--- src/hw/rtl/gvecho_pkg.sv ---
// shared types and constants of the two-grain voice with echo
// no dependencies
package gvecho_pkg;

    localparam int ECHO_DEPTH = 2048;
    localparam int ECHO_AW = (ECHO_DEPTH > 1) ? $clog2(ECHO_DEPTH) : 1;

    localparam logic [15:0] GRAIN_RESTART_AMP = 16'h7fff;
    localparam logic [7:0] SAMPLE_MAX = 8'hff;

    localparam int QUEUE_DEPTH = 2;
    localparam int QUEUE_AW = $clog2(QUEUE_DEPTH);

    // one classified word handed from the front to the back
    typedef struct packed {
        logic [7:0] first_tri;
        logic [7:0] first_amp_hi;
        logic [7:0] second_tri;
        logic [7:0] second_amp_hi;
        logic       grain_restarted;
        logic       echo_enable;
    } queue_word_t;

endpackage

--- src/hw/rtl/gvecho_queue.sv ---
// short queue of classified words between front and back
// depends on gvecho_pkg
module gvecho_queue
    import gvecho_pkg::*;
(
    input  logic        clk,
    input  logic        rst_n,
    input  logic        push,
    input  queue_word_t push_word,
    input  logic        pop,
    output logic        full,
    output logic        not_empty,
    output queue_word_t head_word
);

    queue_word_t slot_reg [QUEUE_DEPTH];
    logic [QUEUE_AW-1:0] wr_ptr_reg, wr_ptr_next;
    logic [QUEUE_AW-1:0] rd_ptr_reg, rd_ptr_next;
    logic [QUEUE_AW:0]   count_reg, count_next;

    assign full = (count_reg == (QUEUE_AW+1)'(QUEUE_DEPTH));
    assign not_empty = (count_reg != '0);
    assign head_word = slot_reg[rd_ptr_reg];

    always_comb
    begin
        wr_ptr_next = wr_ptr_reg;
        rd_ptr_next = rd_ptr_reg;
        count_next = count_reg;
        if (push)
        begin
            wr_ptr_next = (wr_ptr_reg == QUEUE_AW'(QUEUE_DEPTH-1)) ? '0 : wr_ptr_reg + 1'b1;
        end
        if (pop)
        begin
            rd_ptr_next = (rd_ptr_reg == QUEUE_AW'(QUEUE_DEPTH-1)) ? '0 : rd_ptr_reg + 1'b1;
        end
        if (push && !pop)
        begin
            count_next = count_reg + 1'b1;
        end
        else if (pop && !push)
        begin
            count_next = count_reg - 1'b1;
        end
    end

    always_ff @(posedge clk)
    begin
        if (push)
        begin
            slot_reg[wr_ptr_reg] <= push_word;
        end
    end

    always_ff @(posedge clk or negedge rst_n)
    begin
        if (!rst_n)
        begin
            wr_ptr_reg <= '0;
            rd_ptr_reg <= '0;
            count_reg <= '0;
        end
        else
        begin
            wr_ptr_reg <= wr_ptr_next;
            rd_ptr_reg <= rd_ptr_next;
            count_reg <= count_next;
        end
    end

endmodule

--- config.mk ---
export PLATFORM = sky130hd
export DESIGN_NAME = gvecho_queue
export DESIGN_NICKNAME = d
export VERILOG_FILES = /design/src/hw/rtl/gvecho_pkg.sv /design/src/hw/rtl/gvecho_queue.sv
export SDC_FILE = /design/constraint.sdc
export NUM_CORES = 1
export LEC_CHECK = 0
export BUFFER_PORTS_ARGS = -buffer_cell sky130_fd_sc_hd__buf_2
export CAP_MARGIN = 0
export CORE_MARGIN = 5
export CORE_UTILIZATION = 35
export CTS_CLUSTER_SIZE = 10
export DETAILED_ROUTE_END_ITERATION = 7
export SYNTH_ARGS = -nofsm -noshare
export SYNTH_HDL_FRONTEND = slang
export SYNTH_SLANG_ARGS = --single-unit
--- constraint.sdc ---
create_clock -name clk -period 3.1 [get_ports clk]
set_clock_uncertainty 0.1 [all_clocks]
set_input_delay 0.62 -clock clk [delete_from_list [all_inputs] [get_ports clk]]
set_output_delay 0.62 -clock clk [all_outputs]
set_load 0.005 [all_outputs]
==> summary.txt <==
Pre-Repair DR Iteration Count: 4
Share of cells above drive strength 1: 60.7%
Cts hold-fix bufs: 1
Period utilization: 81.6%
Number of diodes: 0
Initial Util: 36.0%
Final Critical Period: 2.53 ns
End-of-flow core utilization: 44.0%
Syn Inst Count: 122
Slew @ Worst Pin: 0.847 ns
Clock-pin slew on the worst setup and hold paths: 0.07 ns
Worst reg-to-reg path cell count: 1
Synth top area cells: edfxtp_1 (73%), mux2_4 (16%), dfrtp_1 (3.6%)
Max_slew headroom: 43.5%
Max Slew Vio Count: 0
Design Area, Final: 3420 µm²
CP Max Fanout: 17
Post-Syn Nets: 161
Async S/R FF share, synth: 5.56%
Yosys cell types: 14
Final Hold Viols: 0
Fmax: 395 MHz
CP max stage cell: dfrtp_2
Inst Count DP: 296
Slowest Stage Delay on Critical Path: 0.69 ns
Post-layout nets: 245
Vias in the first global route: 1507
Setup TNS: 0 ns
GRT overflow: 0
Worst setup SP type: flip-flop
Critical Path End Type: primary output
Cell area after synthesis: 2790 µm²
Final WS setup: 0.570 ns
# clock sinks: 72
Post-Route WL: 4.69 mm
Row count: 32
Hold Crit Class: in2reg
Synth area leader: edfxtp_1
Placed inst area: 3250 µm²
Placer Congestion: 0.669
Maxcap violations: 0
Pleak: 1.38 nW
RSZ-0062 raised after global routing: no
Num CTS Buffers: 9
Clk_lat worst skew: 0.32 ns
Initial antenna violation count: 1
Drt wl/cell: 15.0 µm
Setup Viol. Count Final: 0
CTS tree: yes
Synth top cells by count: edfxtp_1 (68), mux2_4 (29), mux2_2 (5)
Die area: 9870 µm²
Max reg flops: 68
Vias per std cell: 4.28
Via count: 1339
Io pins: 74
CP arrival: 1.81 ns
Seq/Total Area, Yosys: 76.7%
Share of the synthesized area in the top cell type: 73.1%
Port bufs: 73
CP cell instances: buf_4 > mux2_4 > buf_2
Main flop type after synthesis: edfxtp_1
Post_cts resized: 0
CTS Buffer Depth: 2
Pre-CTS setup slack: 0.874 ns
Required @ worst endpoint: 2.38 ns
Global Route Usage Sum: 9.99%
Initial DRC Count: 21
Count leader, synth: edfxtp_1
Core area: 7770 µm²
First-pass GRT wire length: 7.42 mm
Post-synth EDFFs: 68
Pin count of the biggest net entering global routing: 35
Root Buffer: clkbuf_8
Final total power: 2.85 mW
Cells on Worst Hold Path: 1
DRC: 0
Crit Path Class: reg2out
Synth Area per Inst: 22.9 µm²
Post-synthesis register bit count: 72
Worst VDD drop: 0.319 mV
Hold Slack: 0.378 ns
H-tree levels: 3
Status: finished, final reports clean
Warnings, synthesis: 0
Post-CTS Setup Bufs: 0
Die height: 99.3 µm
Die W: 99.3 µm
Area grow syn2layout: 22.4%
ANT nets after route: 0
Power per standard cell area: 833 nW/µm²
Non-Filler Instances: 313
## final timing paths
| check | to | from | slack (ns) |
|---|---|---|---|
| setup / recovery | head_word[12] | rd_ptr_reg | 0.57 |
| hold / removal | slot_reg[1][33] | push_word[33] | 0.38 |
| setup reg to reg | slot_reg[1][31] | wr_ptr_reg | 1.47 |
| hold reg to reg | count_reg[1] | count_reg[1] | 0.38 |
| max in group asynchronous | rd_ptr_reg | rst_n | 2.23 |
| min in group asynchronous | count_reg[1] | rst_n | 0.53 |
## power breakdown
part           internal, mW  switching, mW  total (mW)  leakage (nW)
Clock                 0.286          0.319       0.606        0.0839
Sequential             1.30          0.116        1.41         0.684
Combinational         0.494          0.338       0.832         0.615
Total                  2.08          0.774        2.85          1.38
## area by class of cell
cell class                      instances  area, µm²
Clock buffer                           10        128
Clock inverter                          6       35.0
Fill cell                             701       4350
Inverter                                1       3.75
Multi-Input combinational cell         45        586
Sequential cell                        72       2140
Tap cell                              102        128
Timing Repair Buffer                   77        398
## logic make-up (layout without fill, tap and decap cells)
| kind of cell | Yosys count | in the layout | synth area share [%] |
|---|---|---|---|
| mux | 34 | 34 | 17.6 |
| xor+xnor | 5 | 5 | 1.57 |
| simple gates | 5 | 5 | 1.03 |
| fa+ha+maj | 1 | 1 | 0.448 |
| buf+inv | 5 | 94 | 2.69 |
| flops | 72 | 72 | 76.7 |
## worst max-delay path, delay by kind of cell, from the launching register on
| family | cells | cell delay, ns |
|---|---|---|
| flip-flops | 1 | 0.69 |
| buffers and inverters | 2 | 0.46 |
| multiplexers | 1 | 0.33 |
## layer usage
metal  wire length (µm)  global-route usage (%)  share of wire (%)  up-vias
li1                   -                       -                  -      638
met1               1920                    11.3                 41      649
met2               2370                    16.3                 51       46
met3                338                    3.44                7.2        4
met4                 43                    5.99               0.92        2
met5                 13                       0               0.28        -
## placed cells by master, fill, tap and decap left out
cell           instances
buf_2                 73
xnor2_1                1
mux2_4                29
nor2_1                 1
ha_1                   1
clkinv_2               3
clkbuf_8               9
dfrtp_1                3
or2_2                  1
mux2_2                 5
dfrtp_2                1
clkbuf_1               1
nor2b_4                1
and2_2                 1
dlygate4sd3_1          1
inv_6                  1
nor2b_1                1
buf_4                  3
inv_1                  1
xor2_1                 4
clkinvlp_4             1
clkinv_1               1
edfxtp_1              68
No activity file was read; power rests on OpenSTA's default activity.
