$ cat config.mk
export PLATFORM = sky130hd
export DESIGN_NAME = gvecho_front_flat
export DESIGN_NICKNAME = d
export VERILOG_FILES = /design/src/hw/rtl/gvecho_pkg.sv /design/src/hw/rtl/gvecho_if.sv /design/src/hw/rtl/gvecho_front.sv /design/src/flat_wrapper.sv
export SDC_FILE = /design/constraint.sdc
export NUM_CORES = 1
export LEC_CHECK = 0
export BUFFER_PORTS_ARGS = -buffer_cell sky130_fd_sc_hd__buf_4
export CAP_MARGIN = 25
export CORE_MARGIN = 10
export CORE_UTILIZATION = 30
export CTS_CLUSTER_DIAMETER = 150
export DETAILED_ROUTE_END_ITERATION = 10
export GPL_TIMING_DRIVEN = 0
export SLEW_MARGIN = 25
export SYNTH_ARGS = -nofsm -noshare
export SYNTH_HDL_FRONTEND = slang
export SYNTH_SLANG_ARGS = --single-unit
$ cat constraint.sdc
create_clock -name clk -period 7.99 [get_ports clk]
set_input_delay 1.598 -clock clk [delete_from_list [all_inputs] [get_ports clk]]
set_output_delay 1.598 -clock clk [all_outputs]
set_load 0.005 [all_outputs]
$ cat src/hw/rtl/gvecho_pkg.sv
// shared types and constants of the two-grain voice with echo
// no dependencies
package gvecho_pkg;

    localparam int ECHO_DEPTH = 2048;
    localparam int ECHO_AW = (ECHO_DEPTH > 1) ? $clog2(ECHO_DEPTH) : 1;

    localparam logic [15:0] GRAIN_RESTART_AMP = 16'h7fff;
    localparam logic [7:0] SAMPLE_MAX = 8'hff;

    localparam int QUEUE_DEPTH = 2;
    localparam int QUEUE_AW = $clog2(QUEUE_DEPTH);

    // one classified word handed from the front to the back
    typedef struct packed {
        logic [7:0] first_tri;
        logic [7:0] first_amp_hi;
        logic [7:0] second_tri;
        logic [7:0] second_amp_hi;
        logic       grain_restarted;
        logic       echo_enable;
    } queue_word_t;

endpackage

$ cat src/hw/rtl/gvecho_if.sv
// valid/ready channels of the two-grain voice with echo
// no dependencies
interface gvecho_tick_if;
    logic        valid;
    logic        ready;
    logic [15:0] sync_increment;
    logic [15:0] first_grain_increment;
    logic [7:0]  first_grain_decay;
    logic [15:0] second_grain_increment;
    logic [7:0]  second_grain_decay;
    logic        echo_enable;

    modport source (
        output valid, sync_increment, first_grain_increment, first_grain_decay,
               second_grain_increment, second_grain_decay, echo_enable,
        input  ready
    );
    modport sink (
        input  valid, sync_increment, first_grain_increment, first_grain_decay,
               second_grain_increment, second_grain_decay, echo_enable,
        output ready
    );
endinterface


$ cat src/hw/rtl/gvecho_front.sv
// front: oscillator and envelope state, classifies each tick into a queue word
// depends on gvecho_pkg and gvecho_if
module gvecho_front
    import gvecho_pkg::*;
(
    input  logic                clk,
    input  logic                rst_n,
    gvecho_tick_if.sink         tick,
    input  logic                queue_full,
    output logic                push,
    output queue_word_t         push_word
);

    logic [15:0] sync_phase_reg, sync_phase_next;
    logic [15:0] first_phase_reg, first_phase_next;
    logic [15:0] second_phase_reg, second_phase_next;
    logic [15:0] first_amp_reg, first_amp_next;
    logic [15:0] second_amp_reg, second_amp_next;

    logic [16:0] sync_sum;
    logic        carry;
    logic [15:0] first_amp_cur, second_amp_cur;
    logic [15:0] first_drop, second_drop;

    assign tick.ready = !queue_full;
    assign push = tick.valid && !queue_full;

    always_comb
    begin
        sync_sum = {1'b0, sync_phase_reg} + {1'b0, tick.sync_increment};
        carry = sync_sum[16];
        sync_phase_next = sync_sum[15:0];

        first_phase_next = (carry ? 16'h0000 : first_phase_reg) + tick.first_grain_increment;
        second_phase_next = (carry ? 16'h0000 : second_phase_reg) + tick.second_grain_increment;

        first_amp_cur = carry ? GRAIN_RESTART_AMP : first_amp_reg;
        second_amp_cur = carry ? GRAIN_RESTART_AMP : second_amp_reg;

        first_drop = first_amp_cur[15:8] * tick.first_grain_decay;
        second_drop = second_amp_cur[15:8] * tick.second_grain_decay;
        first_amp_next = first_amp_cur - first_drop;
        second_amp_next = second_amp_cur - second_drop;

        // triangle from phase bits 14..7, folded while bit 15 is set
        push_word.first_tri = first_phase_next[15] ? ~first_phase_next[14:7]
                                                   : first_phase_next[14:7];
        push_word.second_tri = second_phase_next[15] ? ~second_phase_next[14:7]
                                                     : second_phase_next[14:7];
        push_word.first_amp_hi = first_amp_cur[15:8];
        push_word.second_amp_hi = second_amp_cur[15:8];
        push_word.grain_restarted = carry;
        push_word.echo_enable = tick.echo_enable;
    end

    always_ff @(posedge clk or negedge rst_n)
    begin
        if (!rst_n)
        begin
            sync_phase_reg <= '0;
            first_phase_reg <= '0;
            second_phase_reg <= '0;
            first_amp_reg <= '0;
            second_amp_reg <= '0;
        end
        else if (push)
        begin
            sync_phase_reg <= sync_phase_next;
            first_phase_reg <= first_phase_next;
            second_phase_reg <= second_phase_next;
            first_amp_reg <= first_amp_next;
            second_amp_reg <= second_amp_next;
        end
    end

endmodule

$ cat src/flat_wrapper.sv
// flat-port wrapper written by rule: the top's interface ports become plain ports
module gvecho_front_flat import gvecho_pkg::*;
  (clk, rst_n, queue_full, push, push_word, tick_valid, tick_sync_increment, tick_first_grain_increment, tick_first_grain_decay, tick_second_grain_increment, tick_second_grain_decay, tick_echo_enable, tick_ready);
  gvecho_tick_if tick_i ();
  input  logic clk;
  input  logic rst_n;
  input  logic queue_full;
  output logic push;
  output queue_word_t push_word;
  input wire logic [$bits(tick_i.valid)-1:0] tick_valid;
  input wire logic [$bits(tick_i.sync_increment)-1:0] tick_sync_increment;
  input wire logic [$bits(tick_i.first_grain_increment)-1:0] tick_first_grain_increment;
  input wire logic [$bits(tick_i.first_grain_decay)-1:0] tick_first_grain_decay;
  input wire logic [$bits(tick_i.second_grain_increment)-1:0] tick_second_grain_increment;
  input wire logic [$bits(tick_i.second_grain_decay)-1:0] tick_second_grain_decay;
  input wire logic [$bits(tick_i.echo_enable)-1:0] tick_echo_enable;
  output wire logic [$bits(tick_i.ready)-1:0] tick_ready;
  assign tick_i.valid = tick_valid;
  assign tick_i.sync_increment = tick_sync_increment;
  assign tick_i.first_grain_increment = tick_first_grain_increment;
  assign tick_i.first_grain_decay = tick_first_grain_decay;
  assign tick_i.second_grain_increment = tick_second_grain_increment;
  assign tick_i.second_grain_decay = tick_second_grain_decay;
  assign tick_i.echo_enable = tick_echo_enable;
  assign tick_ready = tick_i.ready;
  gvecho_front u_core (.clk(clk), .rst_n(rst_n), .tick(tick_i), .queue_full(queue_full), .push(push), .push_word(push_word));
endmodule
==> impl_metrics.env <==
export IMPL_layout_common_cells="inv_1, nand2_1, ha_1"
export IMPL_setup_violations=0
export IMPL_hold_path_end="u_core.first_phase_reg[0]"
export IMPL_path_class="input port to flip-flop"
export IMPL_syn2layout_area_growth_pct=19.1
export IMPL_crit_required_ps=8270
export IMPL_ys_seq_elements=80
export IMPL_syn_nets=1530
export IMPL_die_area_mm2=0.0432
export IMPL_clock_skew_ps=5.94
export IMPL_fmax_mhz=129
export IMPL_maxSlewViolCount=0
export IMPL_initial_core_util_pct=30.6
export IMPL_clk_latency_ps=350
export IMPL_ys_flop_type="dfrtp_1"
export IMPL_drive_gt1_share_pct=15.2
export IMPL_fin_nets=1642
export IMPL_r2r_end="u_core.first_amp_reg[15]"
export IMPL_design_area_mm2=0.0126
export IMPL_dp_hpwl_um=22900
export IMPL_hold_violations=0
export IMPL_critPathSlowestCell="fa_1"
export IMPL_postSynthAreaPerCell_um2=8.52
export IMPL_first_pass_iters=5
export IMPL_vias=8767
export IMPL_antenna_found_initial=1
export IMPL_synth_area_mm2=0.0106
export IMPL_slowest_delay_ps=570
export IMPL_drc=0
export IMPL_fin_crit_sh_pct=97.3
export IMPL_grt_pass1_vias=9257
export IMPL_nFillCells=3555
export IMPL_path_max_fanout=10
export IMPL_arrival_ps=8060
export IMPL_routed_wl_um=29000
export IMPL_cpMostUsedCell="fa_1"
export IMPL_cts_tree="done"
export IMPL_hold_start="u_core.first_phase_reg[0]"
export IMPL_via_per_inst=4.83
export IMPL_rsz0062_at_grt="yes"
export IMPL_ff2ff_path_depth=27
export IMPL_outcome="finished, final reports clean"
export IMPL_synth_edff_count=0
export IMPL_cts_root_buf="clkbuf_16"
export IMPL_hold_path_class="flip-flop to flip-flop"
export IMPL_hold_path_depth=2
export IMPL_clk_pin_slew_ps=60
export IMPL_grt_max_degree=81
export IMPL_place_gp_congestion=0.837
export IMPL_layout_commonest_cell="inv_1"
export IMPL_core_mm2=0.0346
export IMPL_numCtsBuffers=9
export IMPL_boundaryPins=105
export IMPL_cts_sinks=80
export IMPL_relSlewSlack_pct=48.1
export IMPL_cap_viol_max_count=0
export IMPL_rr_startpoint="u_core.sync_phase_reg[0]"
export IMPL_ant_nets=0
export IMPL_drt_iter0_markers=496
export IMPL_wl_per_cell_um=16.0
export IMPL_htreeDepth=3
export IMPL_io_buffers=103
export IMPL_start_kind="input port"
export IMPL_grt_overflow_total=0
export IMPL_rows=68
export IMPL_grt_pass1_wl_um=48500
export IMPL_rrSetupSlack_ps=1220
export IMPL_ys_seq_area_share_pct=18.9
export IMPL_ctsHoldBuffers=0
export IMPL_synthDistinctLibCells=60
export IMPL_gr_usage_all_layers_pct=13.6
export IMPL_synth_warning_count=0
export IMPL_syn_inst=1242
export IMPL_cp_end_kind="flip-flop"
export IMPL_fp_dieH_um=208
export IMPL_period_needed_ps=7770
export IMPL_worst_slew_pin_slew_ps=778
export IMPL_place_area_mm2=0.0119
export IMPL_die_w_um=208
export IMPL_async_flop_share_pct=100
export IMPL_clock_path_buffers=2
cells in the mapped netlist, drive strengths merged (39+ instances only):
cell type / n / area (um^2)
dfrtp: 80 / 2000
a21oi: 49 / 245
inv: 183 / 687
and2: 43 / 269
xnor2: 39 / 375
nor2: 53 / 201
nor2b: 41 / 257
ha: 120 / 1500
o21ai: 78 / 390
fa: 99 / 1980
nand2: 161 / 609
critical path, delay by kind of cell:
kind            cells  cell delay (ps)
buf+inv             6              630
simple gates        6             1160
fa+ha+maj           7             2740
compound gates      9             1940
worst max-delay path by stage:
stage | start | endpoint | slack (ps)
after floorplan | tick_sync_increment[0] | u_core.second_amp_reg[15] | 50
after global placement | tick_sync_increment[0] | u_core.first_amp_reg[15] | -1290
after detailed placement | tick_sync_increment[0] | u_core.first_amp_reg[15] | -1330
after CTS | tick_sync_increment[0] | push_word[10] | 4
after global routing | tick_sync_increment[0] | u_core.first_amp_reg[15] | -9
final | tick_sync_increment[0] | u_core.first_amp_reg[15] | 220
repair_timing:
action | 4_1_cts | 5_1_grt
resized for setup | 36 | 49
endpoints found under the setup margin | 32 | 23
buffers inserted | 7 | 1
pin swaps | 6 | 6
cell type report:
cell class                 instances  area [um^2]  share of cell area, %
multi-input combinational        941         8000                   63.4
buffer                            28          141                   1.12
timing repair buffer             111          862                   6.84
tap                              455          569                   4.52
sequential                        80         2000                   15.9
clock inverter                     7          119                  0.943
antenna                            1         2.50                 0.0199
clock buffer                       9          225                   1.79
inverter                         183          689                   5.47
cell families after synthesis:
logic type / synth area share (%)
muxes: 0.946
xor gates and xnor gates: 6.60
AOI/OAI and AO/OA: 13.6
adders and majority gates: 32.9
and+or+nand+nor: 19.1
DFF: 18.9
buffers and inverters: 7.92
routing by layer:
metal  vias to the layer above  global-route usage [%]  part of all wire (%)
li1                       4307                       -                     -
met2                       131                    23.6                    49
met3                        33                    1.10                   2.3
met4                         0                    3.71                   2.0
met5                         -                       0                     0
met1                      4296                    17.6                    46
metrics by stage:
stage	hold WS [ps]	TNS [ps]	utilization (%)	std cells	worst slack [ps]
3_3_place_gp	450	-19520	34.4	1800	-1290
3_5_place_dp	454	-20930	34.5	1800	-1330
6_report	467	0	36.4	1815	215
2_1_floorplan	437	0	-	1242	53.0
4_1_cts	470	0	35.9	1815	3.81
5_1_grt	492	-8.60	36.4	1815	-8.60
Power is left out: the tool's default activity adds up to more than one toggle a clock period on the data nets, which glitch-free logic cannot reach.
